### src/rtl/core/ats_pkg.sv
// shared constants, types and helpers of the alphanumeric tokenizer and stemmer
`timescale 1ns / 1ps
package ats_pkg;

   localparam int TOKEN_BUFFER_SIZE = 64;
   localparam int CAPACITY          = TOKEN_BUFFER_SIZE - 1;
   localparam int IDX_W             = $clog2(CAPACITY);
   localparam int LEN_W             = $clog2(CAPACITY + 1);
   localparam int ADDR_W            = IDX_W + 1;
   localparam int MEM_DEPTH         = 2 ** ADDR_W;
   localparam int QUEUE_DEPTH       = 2;
   localparam int QPTR_W            = $clog2(QUEUE_DEPTH);
   localparam int QCNT_W            = $clog2(QUEUE_DEPTH + 1);

   localparam logic [7:0] CHAR_I = 8'h69;
   localparam logic [7:0] CHAR_N = 8'h6E;
   localparam logic [7:0] CHAR_G = 8'h67;
   localparam logic [7:0] CHAR_E = 8'h65;
   localparam logic [7:0] CHAR_D = 8'h64;
   localparam logic [7:0] CHAR_S = 8'h73;

   // one buffer write from the front into the character store
   typedef struct packed {
      logic              en;
      logic [ADDR_W-1:0] addr;
      logic [7:0]        data;
   } wr_port_type;

   // one finished token: its bank and its stemmed length
   typedef struct packed {
      logic             bank;
      logic [LEN_W-1:0] len;
   } desc_type;

   // back hands a bank back to the front
   typedef struct packed {
      logic valid;
      logic bank;
   } release_type;

   function automatic logic is_word_byte(input logic [7:0] c);
      return (c >= 8'h30 && c <= 8'h39) || (c >= 8'h41 && c <= 8'h5A) ||
             (c >= 8'h61 && c <= 8'h7A);
   endfunction

   function automatic logic [7:0] fold_lower(input logic [7:0] c);
      return (c >= 8'h41 && c <= 8'h5A) ? c + 8'h20 : c;
   endfunction

endpackage

### src/rtl/core/ats_front.sv
// front: takes text bytes, buffers word characters, stems and queues finished tokens
`timescale 1ns / 1ps
module ats_front
   import ats_pkg::*;
(
   input  logic        clock,
   input  logic        reset,
   input  logic        req_valid,
   output logic        req_stall,
   input  logic [7:0]  req_text_byte,
   input  release_type rel,
   output wr_port_type wr,
   output logic        push,
   output desc_type    push_desc
);

   logic             wbank_ff, wbank_in;
   logic [LEN_W-1:0] len_ff, len_in;
   logic [1:0]       busy_ff, busy_in;
   logic [7:0]       tail1_ff, tail1_in;
   logic [7:0]       tail2_ff, tail2_in;
   logic [7:0]       tail3_ff, tail3_in;
   logic             accept, word, store;
   logic [LEN_W-1:0] stem_len;

   assign req_stall = busy_ff[wbank_ff];
   assign accept    = req_valid && !req_stall;
   assign word      = is_word_byte(req_text_byte);
   assign store     = accept && word && (len_ff < LEN_W'(CAPACITY));

   always_comb begin
      priority if (len_ff > LEN_W'(5) && tail3_ff == CHAR_I && tail2_ff == CHAR_N &&
                   tail1_ff == CHAR_G) begin
         stem_len = len_ff - LEN_W'(3);
      end else if (len_ff > LEN_W'(4) && tail2_ff == CHAR_E && tail1_ff == CHAR_D) begin
         stem_len = len_ff - LEN_W'(2);
      end else if (len_ff > LEN_W'(4) && tail2_ff == CHAR_E && tail1_ff == CHAR_S) begin
         stem_len = len_ff - LEN_W'(2);
      end else if (len_ff > LEN_W'(3) && tail1_ff == CHAR_S) begin
         stem_len = len_ff - LEN_W'(1);
      end else begin
         stem_len = len_ff;
      end
   end

   assign wr.en          = store;
   assign wr.addr        = {wbank_ff, len_ff[IDX_W-1:0]};
   assign wr.data        = fold_lower(req_text_byte);
   assign push           = accept && !store && (len_ff != '0);
   assign push_desc.bank = wbank_ff;
   assign push_desc.len  = stem_len;

   always_comb begin
      wbank_in = wbank_ff;
      len_in   = len_ff;
      busy_in  = busy_ff;
      tail1_in = tail1_ff;
      tail2_in = tail2_ff;
      tail3_in = tail3_ff;
      if (rel.valid) begin
         busy_in[rel.bank] = 1'b0;
      end
      if (store) begin
         len_in   = len_ff + LEN_W'(1);
         tail1_in = wr.data;
         tail2_in = tail1_ff;
         tail3_in = tail2_ff;
      end else if (push) begin
         busy_in[wbank_ff] = 1'b1;
         wbank_in          = !wbank_ff;
         len_in            = '0;
      end
   end

   always_ff @(posedge clock) begin
      if (reset) begin
         wbank_ff <= 1'b0;
         len_ff   <= '0;
         busy_ff  <= '0;
      end else begin
         wbank_ff <= wbank_in;
         len_ff   <= len_in;
         busy_ff  <= busy_in;
      end
      tail1_ff <= tail1_in;
      tail2_ff <= tail2_in;
      tail3_ff <= tail3_in;
   end

endmodule

### src/rtl/core/ats_queue.sv
// short token descriptor queue between front and back
`timescale 1ns / 1ps
module ats_queue
   import ats_pkg::*;
(
   input  logic     clock,
   input  logic     reset,
   input  logic     push,
   input  desc_type push_desc,
   input  logic     pop,
   output logic     empty,
   output desc_type head
);

   desc_type          slot_ff [QUEUE_DEPTH];
   logic [QPTR_W-1:0] wptr_ff, wptr_in;
   logic [QPTR_W-1:0] rptr_ff, rptr_in;
   logic [QCNT_W-1:0] count_ff, count_in;

   assign empty = (count_ff == '0);
   assign head  = slot_ff[rptr_ff];

   always_comb begin
      wptr_in  = wptr_ff;
      rptr_in  = rptr_ff;
      count_in = count_ff;
      if (push) begin
         wptr_in = (wptr_ff == QPTR_W'(QUEUE_DEPTH - 1)) ? '0 : wptr_ff + QPTR_W'(1);
      end
      if (pop) begin
         rptr_in = (rptr_ff == QPTR_W'(QUEUE_DEPTH - 1)) ? '0 : rptr_ff + QPTR_W'(1);
      end
      unique case ({push, pop})
         2'b10:   count_in = count_ff + QCNT_W'(1);
         2'b01:   count_in = count_ff - QCNT_W'(1);
         default: count_in = count_ff;
      endcase
   end

   always_ff @(posedge clock) begin
      if (reset) begin
         wptr_ff  <= '0;
         rptr_ff  <= '0;
         count_ff <= '0;
      end else begin
         wptr_ff  <= wptr_in;
         rptr_ff  <= rptr_in;
         count_ff <= count_in;
      end
      if (push) begin
         slot_ff[wptr_ff] <= push_desc;
      end
   end

endmodule

### src/rtl/core/ats_back.sv
// back: character store and the drain that emits stemmed tokens
`timescale 1ns / 1ps
module ats_back
   import ats_pkg::*;
(
   input  logic        clock,
   input  logic        reset,
   input  wr_port_type wr,
   input  logic        q_empty,
   input  desc_type    q_head,
   output logic        pop,
   output release_type rel,
   output logic        rsp_valid,
   input  logic        rsp_stall,
   output logic [7:0]  rsp_token_char,
   output logic        rsp_token_last
);

   logic [7:0]       mem [MEM_DEPTH];
   logic             active_ff, active_in;
   logic             bank_ff, bank_in;
   logic [IDX_W-1:0] k_ff, k_in;
   logic [LEN_W-1:0] n_ff, n_in;
   logic             out_valid_ff, out_valid_in;
   logic [7:0]       out_char_ff;
   logic             out_last_ff;
   logic             rd_en, rd_last;

   assign rd_en   = active_ff && (!out_valid_ff || !rsp_stall);
   assign rd_last = (LEN_W'(k_ff) + LEN_W'(1)) == n_ff;
   assign pop     = !active_ff && !q_empty;

   assign rel.valid = rd_en && rd_last;
   assign rel.bank  = bank_ff;

   assign rsp_valid      = out_valid_ff;
   assign rsp_token_char = out_char_ff;
   assign rsp_token_last = out_last_ff;

   always_comb begin
      active_in    = active_ff;
      bank_in      = bank_ff;
      k_in         = k_ff;
      n_in         = n_ff;
      out_valid_in = out_valid_ff;
      if (pop) begin
         active_in = 1'b1;
         bank_in   = q_head.bank;
         n_in      = q_head.len;
         k_in      = '0;
      end else if (rd_en) begin
         k_in = k_ff + IDX_W'(1);
         if (rd_last) begin
            active_in = 1'b0;
         end
      end
      if (rd_en) begin
         out_valid_in = 1'b1;
      end else if (!rsp_stall) begin
         out_valid_in = 1'b0;
      end
   end

   always_ff @(posedge clock) begin
      if (wr.en) begin
         mem[wr.addr] <= wr.data;
      end
      if (rd_en) begin
         out_char_ff <= mem[{bank_ff, k_ff}];
         out_last_ff <= rd_last;
      end
   end

   always_ff @(posedge clock) begin
      if (reset) begin
         active_ff    <= 1'b0;
         out_valid_ff <= 1'b0;
      end else begin
         active_ff    <= active_in;
         out_valid_ff <= out_valid_in;
      end
      bank_ff <= bank_in;
      k_ff    <= k_in;
      n_ff    <= n_in;
   end

endmodule

### src/rtl/core/alnum_tokenizer_suffix_stemmer_unit.sv
// top level of the alphanumeric tokenizer with suffix stemmer
// usage:
//  - req channel: one text byte per transfer; letters and digits extend the
//    current token (folded to lower case), any other byte ends it
//  - rsp channel: the stemmed token, one character per transfer, with
//    rsp_token_last on its final character; empty tokens give nothing
//  - a letter or digit arriving with 63 characters buffered ends the token
//    and is itself dropped
//  - a word byte is written to the store as it is taken; at a token's end the
//    front queues its descriptor, then the back loads it and reads the characters
//    in order, paced by the single read port of the character store
//  - the first character goes out through the queue, the back and its output register
//  - two buffer banks: the front fills one while the back drains the other;
//    req_stall rises only when the front's next bank is still draining
//  - rsp_stall holds the output register; the drain waits, the front runs on
//  - reset empties the queue and frees both banks; the store needs no clearing
`timescale 1ns / 1ps
module alnum_tokenizer_suffix_stemmer_unit
   import ats_pkg::*;
(
   input  logic       clock,
   input  logic       reset,
   input  logic       req_valid,
   output logic       req_stall,
   input  logic [7:0] req_text_byte,
   output logic       rsp_valid,
   input  logic       rsp_stall,
   output logic [7:0] rsp_token_char,
   output logic       rsp_token_last
);

   // front to store and queue
   wr_port_type wr;
   logic        push;
   desc_type    push_desc;
   // queue to back
   logic        pop;
   logic        q_empty;
   desc_type    q_head;
   // back hands drained banks back
   release_type rel;

   ats_front u_front (
      .clock         (clock),
      .reset         (reset),
      .req_valid     (req_valid),
      .req_stall     (req_stall),
      .req_text_byte (req_text_byte),
      .rel           (rel),
      .wr            (wr),
      .push          (push),
      .push_desc     (push_desc)
   );

   // at most two tokens outstanding, one per bank, so two slots never overflow
   ats_queue u_queue (
      .clock     (clock),
      .reset     (reset),
      .push      (push),
      .push_desc (push_desc),
      .pop       (pop),
      .empty     (q_empty),
      .head      (q_head)
   );

   ats_back u_back (
      .clock          (clock),
      .reset          (reset),
      .wr             (wr),
      .q_empty        (q_empty),
      .q_head         (q_head),
      .pop            (pop),
      .rel            (rel),
      .rsp_valid      (rsp_valid),
      .rsp_stall      (rsp_stall),
      .rsp_token_char (rsp_token_char),
      .rsp_token_last (rsp_token_last)
   );

endmodule

### config.mk
export PLATFORM = sky130hd
export DESIGN_NAME = alnum_tokenizer_suffix_stemmer_unit
export DESIGN_NICKNAME = d
export VERILOG_FILES = /design/src/rtl/core/ats_pkg.sv /design/src/rtl/core/ats_front.sv /design/src/rtl/core/ats_queue.sv /design/src/rtl/core/ats_back.sv /design/src/rtl/core/alnum_tokenizer_suffix_stemmer_unit.sv
export SDC_FILE = /design/constraint.sdc
export NUM_CORES = 1
export LEC_CHECK = 0
export ABC_AREA = 1
export BUFFER_PORTS_ARGS = -buffer_cell sky130_fd_sc_hd__buf_2
export CAP_MARGIN = 20
export CELL_PAD_IN_SITES_DETAIL_PLACEMENT = 1
export CELL_PAD_IN_SITES_GLOBAL_PLACEMENT = 2
export CORE_MARGIN = 2
export CORE_UTILIZATION = 40
export DETAILED_ROUTE_END_ITERATION = 16
export GPL_TIMING_DRIVEN = 0
export PLACE_DENSITY = 0.83
export SLEW_MARGIN = 10
export SYNTH_ARGS = -nofsm -noshare
export SYNTH_HDL_FRONTEND = slang
export SYNTH_HIERARCHICAL = 1
export SYNTH_SLANG_ARGS = --single-unit
export TNS_END_PERCENT = 20
### constraint.sdc
create_clock -name clock -period 17 [get_ports clock]
set_input_delay 1.7 -clock clock [delete_from_list [all_inputs] [get_ports clock]]
set_output_delay 1.7 -clock clock [all_outputs]
set_load 0.01 [all_outputs]
==> flow_summary.ini, run 1 <==
[clock_network]
postCtsSetupBuffers = 0
clock_latency_ns = 0.71
cts_sinks = 1100
htree_levels = 3
clk_pin_slew_ns = 0.06
cts_hold_buf = 0
cts_root_buf = clkbuf_16
clockBufferDepth = 3
cts_tree = done
numCtsBuffers = 113
cts_resized = 0

[yosys]
synth.net_count = 4010
ys_seq_elements = 1100
synth_top_family_by_area = simple AND/OR/NAND/NOR gates
muxShareOfSynthArea = 0.002291
synth_top_flop_cell = edfxtp_1
synth_compound_area_frac = 0.004964
synth_edf_count = 1078
syn_inst = 3986
avgSynthCellArea_um2 = 11.51
synth_cell_types = 43
synth-adder-area-share = 0.003273
synth_xor_xnor_area_share = 0.002291
synth-async-reset-ratio = 0
yosysSeqAreaShare = 0.7153
netlist_area_um2 = 45870
yosysWarnings = 6
synth-simple-area-share = 0.2348

[setup_path]
ff2ff_path_depth = 12
crit_slowest_cell = nor2_1
required_ns = 17.32
cp_num_cells = 15
cp_num_buf_inv = 7
arrival_ns = 6.30
crit_path_cell_trace = buf_2, inv_1, ha_1, nand2_1, nand2_2, nand2_4, nand3_4, nand2_4, buf_12, inv_2, buf_4, clkbuf_1, nand2_1, clkbuf_2, nor2_1
critPathLaunchType = input port
crit_path_end_kind = register
cpLargestDelayFamily = buffers and inverters
path_class = input port to register
critPathMaxStageDelay_ns = 1.09
path_max_fanout = 26

[finish]
final_common_cell = nand2_1
drive_above_1_share = 0.1130
n_antenna_cell = 0
fin_cells = 5761
layout_common_cells = nand2_1 (1302), edfxtp_1 (1078), nand3_1 (956)
fin_nets = 4180
area_growth_pct = 13.58

[route]
vias = 32440
drt_first_pass_iters = 5
vias_per_cell = 5.631
first_iter_violations = 3402
drc_errors = 0
wl_per_cell_um = 27.50
antenna_left = 0
totalWireLength_um = 158400

[timing]
relSlewSlack = 0.1959
period_share = 0.3516
final_max_slew_viol_count = 0
grt_setup_unrepaired = no
clock-skew-final_ns = 0.02789
finalCriticalPeriod_ns = 5.977
finalHoldViolations = 0
timing.setup.tns_ns = 0
setup_viol = 0
fmax_ghz = 0.1673
worst_pin_slew_ns = 1.206

[placement]
port_buffers = 22
post-dp-hpwl_um = 109800
gp_congestion = 0.9529
numPlacedInstances = 5542

[floorplan]
core-area_um2 = 114000
initial_utilization = 0.4023
die_height_um = 342.6
die_area_um2 = 117400
boundaryPins = 23
num_rows = 124
die_w_um = 342.6

[power]
irDropWorstVdd_v = 0.00009828
powerDensity_nw_per_um2 = 165.7
leakage_nw = 18.80

[global_route]
grt_overflow = 0
grt_max_degree = 89
grt_pass1_wl_um = 226900
antenna_found_initial = 6
use_met3 = 0.04549
grt_pass1_vias = 32586
grt_use_total = 0.2681
grt_busiest_layer = met2
grtUsageMet2 = 0.4272
use_met1 = 0.3600

[flow_run]
cap_violations = 0

[status]
status = finished clean

[hold_path]
holdPathStages = 0
hold_class = register to register
## cells in the mapped netlist, types with 2 or more instances
master | n | area share
xor2_1 | 11 | 0.0021
buf_2 | 131 | 0.014
nand2_1 | 1302 | 0.11
nor2_2 | 4 | 0.00055
buf_6 | 10 | 0.0025
nand3_2 | 8 | 0.0017
a21oi_2 | 8 | 0.0015
dfxtp_1 | 22 | 0.0096
nor2_1 | 164 | 0.013
o21ai_0 | 7 | 0.00076
mux2_4 | 7 | 0.0023
or2_2 | 3 | 0.00041
o22ai_1 | 2 | 0.00027
buf_1 | 14 | 0.0011
o21ai_1 | 3 | 0.00033
nand2_4 | 7 | 0.0017
nand3_1 | 956 | 0.10
clkinv_1 | 3 | 0.00025
clkbuf_1 | 43 | 0.0035
nor3_1 | 14 | 0.0015
nand4_1 | 10 | 0.0014
ha_1 | 12 | 0.0033
nand2_2 | 4 | 0.00055
a21oi_1 | 13 | 0.0014
nor2_4 | 4 | 0.00098
nor4_1 | 2 | 0.00027
inv_1 | 68 | 0.0056
inv_2 | 14 | 0.0011
buf_4 | 49 | 0.0080
edfxtp_1 | 1078 | 0.71
## final cells by class
class,count,area [um^2]
clock inverter,60,535.5
clock buffer,148,3032
inverter,87,330.3
tap,1512,1892
timing repair buffer,55,693.2
sequential,1100,32810
multi-input combinational,2551,11410
fill,12096,61930
buffer,248,1399
## layer usage
layer,part of all wire,wire length [um],vias up
met5,0.00014,22,-
met4,0.047,7378,4
met3,0.078,12280,284
met2,0.46,73610,1357
met1,0.41,65110,16508
li1,-,-,14287
## power by group
group | switching, mW | internal [mW] | total (mW)
Clock | 1.05 | 1.37 | 2.42
Sequential | 0.0205 | 3.03 | 3.05
Combinational | 2.37 | 0.790 | 3.16
## cell families after synthesis
group / count (synthesis)
mux: 7
simple gates: 2483
compound gates: 37
xor+xnor: 12
flops: 1100
fa+ha+maj: 12
buf+inv: 335
## worst register-to-register path, stage by stage, from the launching register on
cell,delay [ns]
dfxtp_1,0.49
ha_1,0.31
nand2_1,0.10
nor2_1,0.07
a21oi_2,0.32
nand2_4,0.10
buf_12,0.16
inv_2,0.41
buf_4,0.22
clkbuf_1,0.43
nand2_1,0.54
clkbuf_2,0.70
nor2_1,1.10
## through the flow
stage | area, um^2 | total power [mW] | utilization | hold WS (ns) | setup slack [ns]
2_1_floorplan | 45870 | 4.837 | - | 0.4262 | 10.02
3_3_place_gp | 47870 | 6.086 | 0.4198 | 0.4324 | 3.064
3_5_place_dp | 48410 | 6.164 | 0.4246 | 0.4462 | 10.44
4_1_cts | 51980 | 8.586 | 0.4558 | 0.4612 | 11.14
5_1_grt | 52100 | 8.947 | 0.4569 | 0.4801 | 11.00
6_report | 52100 | 8.635 | 0.4569 | 0.4639 | 11.02
## flip-flops by register name (all words and copies together) (netlist names), 2 cells and up, named ones only
| name | count |
|---|---|
| u_front/tail2_ff | 8 |
| u_queue/slot_ff | 14 |
| u_front/tail3_ff | 8 |
| u_back/k_ff | 6 |
| u_queue/count_ff | 2 |
| u_back/mem | 1024 |
| u_front/len_ff | 6 |
| u_front/tail1_ff | 8 |
| u_front/busy_ff | 2 |
| u_back/n_ff | 6 |
| u_back/rsp_token_char | 8 |
## worst paths after layout
path	startpoint	endpoint	slack, ns
max	req_text_byte[5]	u_back/mem[51][5]	11.02
min	u_front/tail2_ff[6]	u_front/tail3_ff[6]	0.46
max reg2reg	u_front/len_ff[0]	u_back/mem[51][5]	11.67
min reg2reg	u_front/tail2_ff[6]	u_front/tail3_ff[6]	0.46
(Power assumes the default switching activity.)
==> inputs of run 2 (changes only) <==
Clock period 17 ns to 5.8 ns, I/O delays scaled along.
==> flow_summary.ini, run 2 (synthesis results as in run 1) <==
[status]
status = finished clean

[clock_network]
clk_pin_slew_ns = 0.06
cts_resized = 0
clock_latency_ns = 0.71
htree_levels = 3
cts_tree = done
cts_hold_buf = 0
clockBufferDepth = 3
postCtsSetupBuffers = 0
cts_sinks = 1100
cts_root_buf = clkbuf_16
numCtsBuffers = 112

[flow_run]
cap_violations = 0

[finish]
stdcell_area_um2 = 51960
fin_nets = 4176
fin_cells = 5756
multi_input_comb_area_um2 = 11400
layout_common_cells = nand2_1 (1302), edfxtp_1 (1078), nand3_1 (956)
fill_cells = 12192
top_register = u_back/mem
largest_registers = u_back/mem: 1024 flops, u_queue/slot_ff: 14 flops
drive_above_1_share = 0.1094
register_area_um2 = 32810
final_common_cell = nand2_1
area_growth_pct = 13.27
largest_reg_flops = 1024
fin_util = 0.4557

[power]
leakage_nw = 18.70
switching_share = 0.4000
irDropWorstVdd_v = 0.0002585
pwr-share-clk = 0.274
p_total_mw = 25.02
p_comb_frac = 0.368
p_sw_mw = 10.01
power.internal_mw = 15.01
powerDensity_nw_per_um2 = 481.5
pwr-share-seq = 0.358

[global_route]
grt_overflow = 0
grt_pass1_wl_um = 224000
grt_pass1_vias = 32771
grt_max_degree = 89
grt_use_total = 0.2642
antenna_found_initial = 2

[setup_path]
critPathLaunchType = register
arrival_ns = 5.60
required_ns = 6.12
crit_path_end_kind = register
path_class = register to register
path_max_fanout = 26

[timing]
period_share = 0.9112
final_max_slew_viol_count = 0
fmax_ghz = 0.1892
relSlewSlack = 0.1497
timing.setup.tns_ns = 0
finalCriticalPeriod_ns = 5.285
clock-skew-final_ns = 0.02700
worst_pin_slew_ns = 1.271
grt_setup_unrepaired = no
finalHoldViolations = 0
setup_viol = 0

[route]
totalWireLength_um = 155200
drt_first_pass_iters = 6
wl_per_cell_um = 26.96
first_iter_violations = 3479
drc_errors = 0
vias_per_cell = 5.617
vias = 32330
antenna_left = 0

[floorplan]
num_rows = 124
boundaryPins = 23
core-area_um2 = 114000
die_w_um = 342.6
die_height_um = 342.6
initial_utilization = 0.4023
die_area_um2 = 117400

[hold_path]
hold_class = input port to register

[placement]
port_buffers = 22
gp_congestion = 0.9316
placed_area_um2 = 48480
numPlacedInstances = 5547
post-dp-hpwl_um = 109800
## run 2: cell count changes in the layout (fill, tap and decap cells not counted), sizes merged
cell | previous run | this run
diode | 0 | 3
inv | 85 | 83
bufinv | 8 | 3
clkinvlp | 1 | 5
clkinv | 53 | 49
clkbuf | 192 | 193
buf | 259 | 257
## run 2: area by class of cell
class,instances,share of cell area
diodes,3,0.0001445
plain buffers,248,0.02685
clock buffers,150,0.05871
clock inverters,53,0.007609
inverters,87,0.006357
multi-input cells,2551,0.2195
flip-flops and latches,1100,0.6315
well taps,1512,0.03641
repair buffers,52,0.01300
## run 2: worst max-delay path, stage by stage, from the launching register on
cell	delay, ns
dfxtp_1	0.46
ha_1	0.29
nand2_1	0.11
nor2_1	0.08
a21oi_2	0.31
nand2_4	0.10
buf_12	0.15
inv_2	0.43
buf_4	0.21
clkbuf_1	0.38
nand2_1	0.53
clkbuf_2	0.66
nor2_1	1.16
## run 2: final timing paths
kind | cells past startpoint | end | startpoint | slack [ns]
max | 12 | u_back/mem[51][3] | u_front/len_ff[0] | 0.52
min | 1 | u_front/tail1_ff[0] | req_text_byte[0] | 0.13
max reg2reg | 12 | u_back/mem[51][3] | u_front/len_ff[0] | 0.52
min reg2reg | 0 | u_front/tail3_ff[6] | u_front/tail2_ff[6] | 0.45
## run 2: routing by layer
metal  vias up  share of wire  GRT usage
li1      14286              -          -
met1     16383           0.41     0.3558
met2      1338           0.46     0.4208
met3       319          0.072    0.03917
met4         4          0.053     0.1278
met5         -        0.00018          0
## run 2: power by group through the flow
stage | clock network, mW | logic (mW) | registers (mW)
after floorplan | 0 | 5.05 | 9.12
after global placement | 0 | 8.70 | 9.15
after detailed placement | 0 | 8.96 | 9.12
after CTS | 6.96 | 9.04 | 8.95
after global routing | 7.25 | 9.77 | 8.96
final | 6.86 | 9.21 | 8.95
## run 2: stage by stage
stage / worst slack (ns) / hold slack [ns]
2_1_floorplan: 0.5260 / 0.4262
3_3_place_gp: -5.740 / 0.4289
3_5_place_dp: 0.4065 / 0.4381
4_1_cts: 0.6529 / 0.08309
5_1_grt: 0.4498 / 0.1153
6_report: 0.5151 / 0.1257
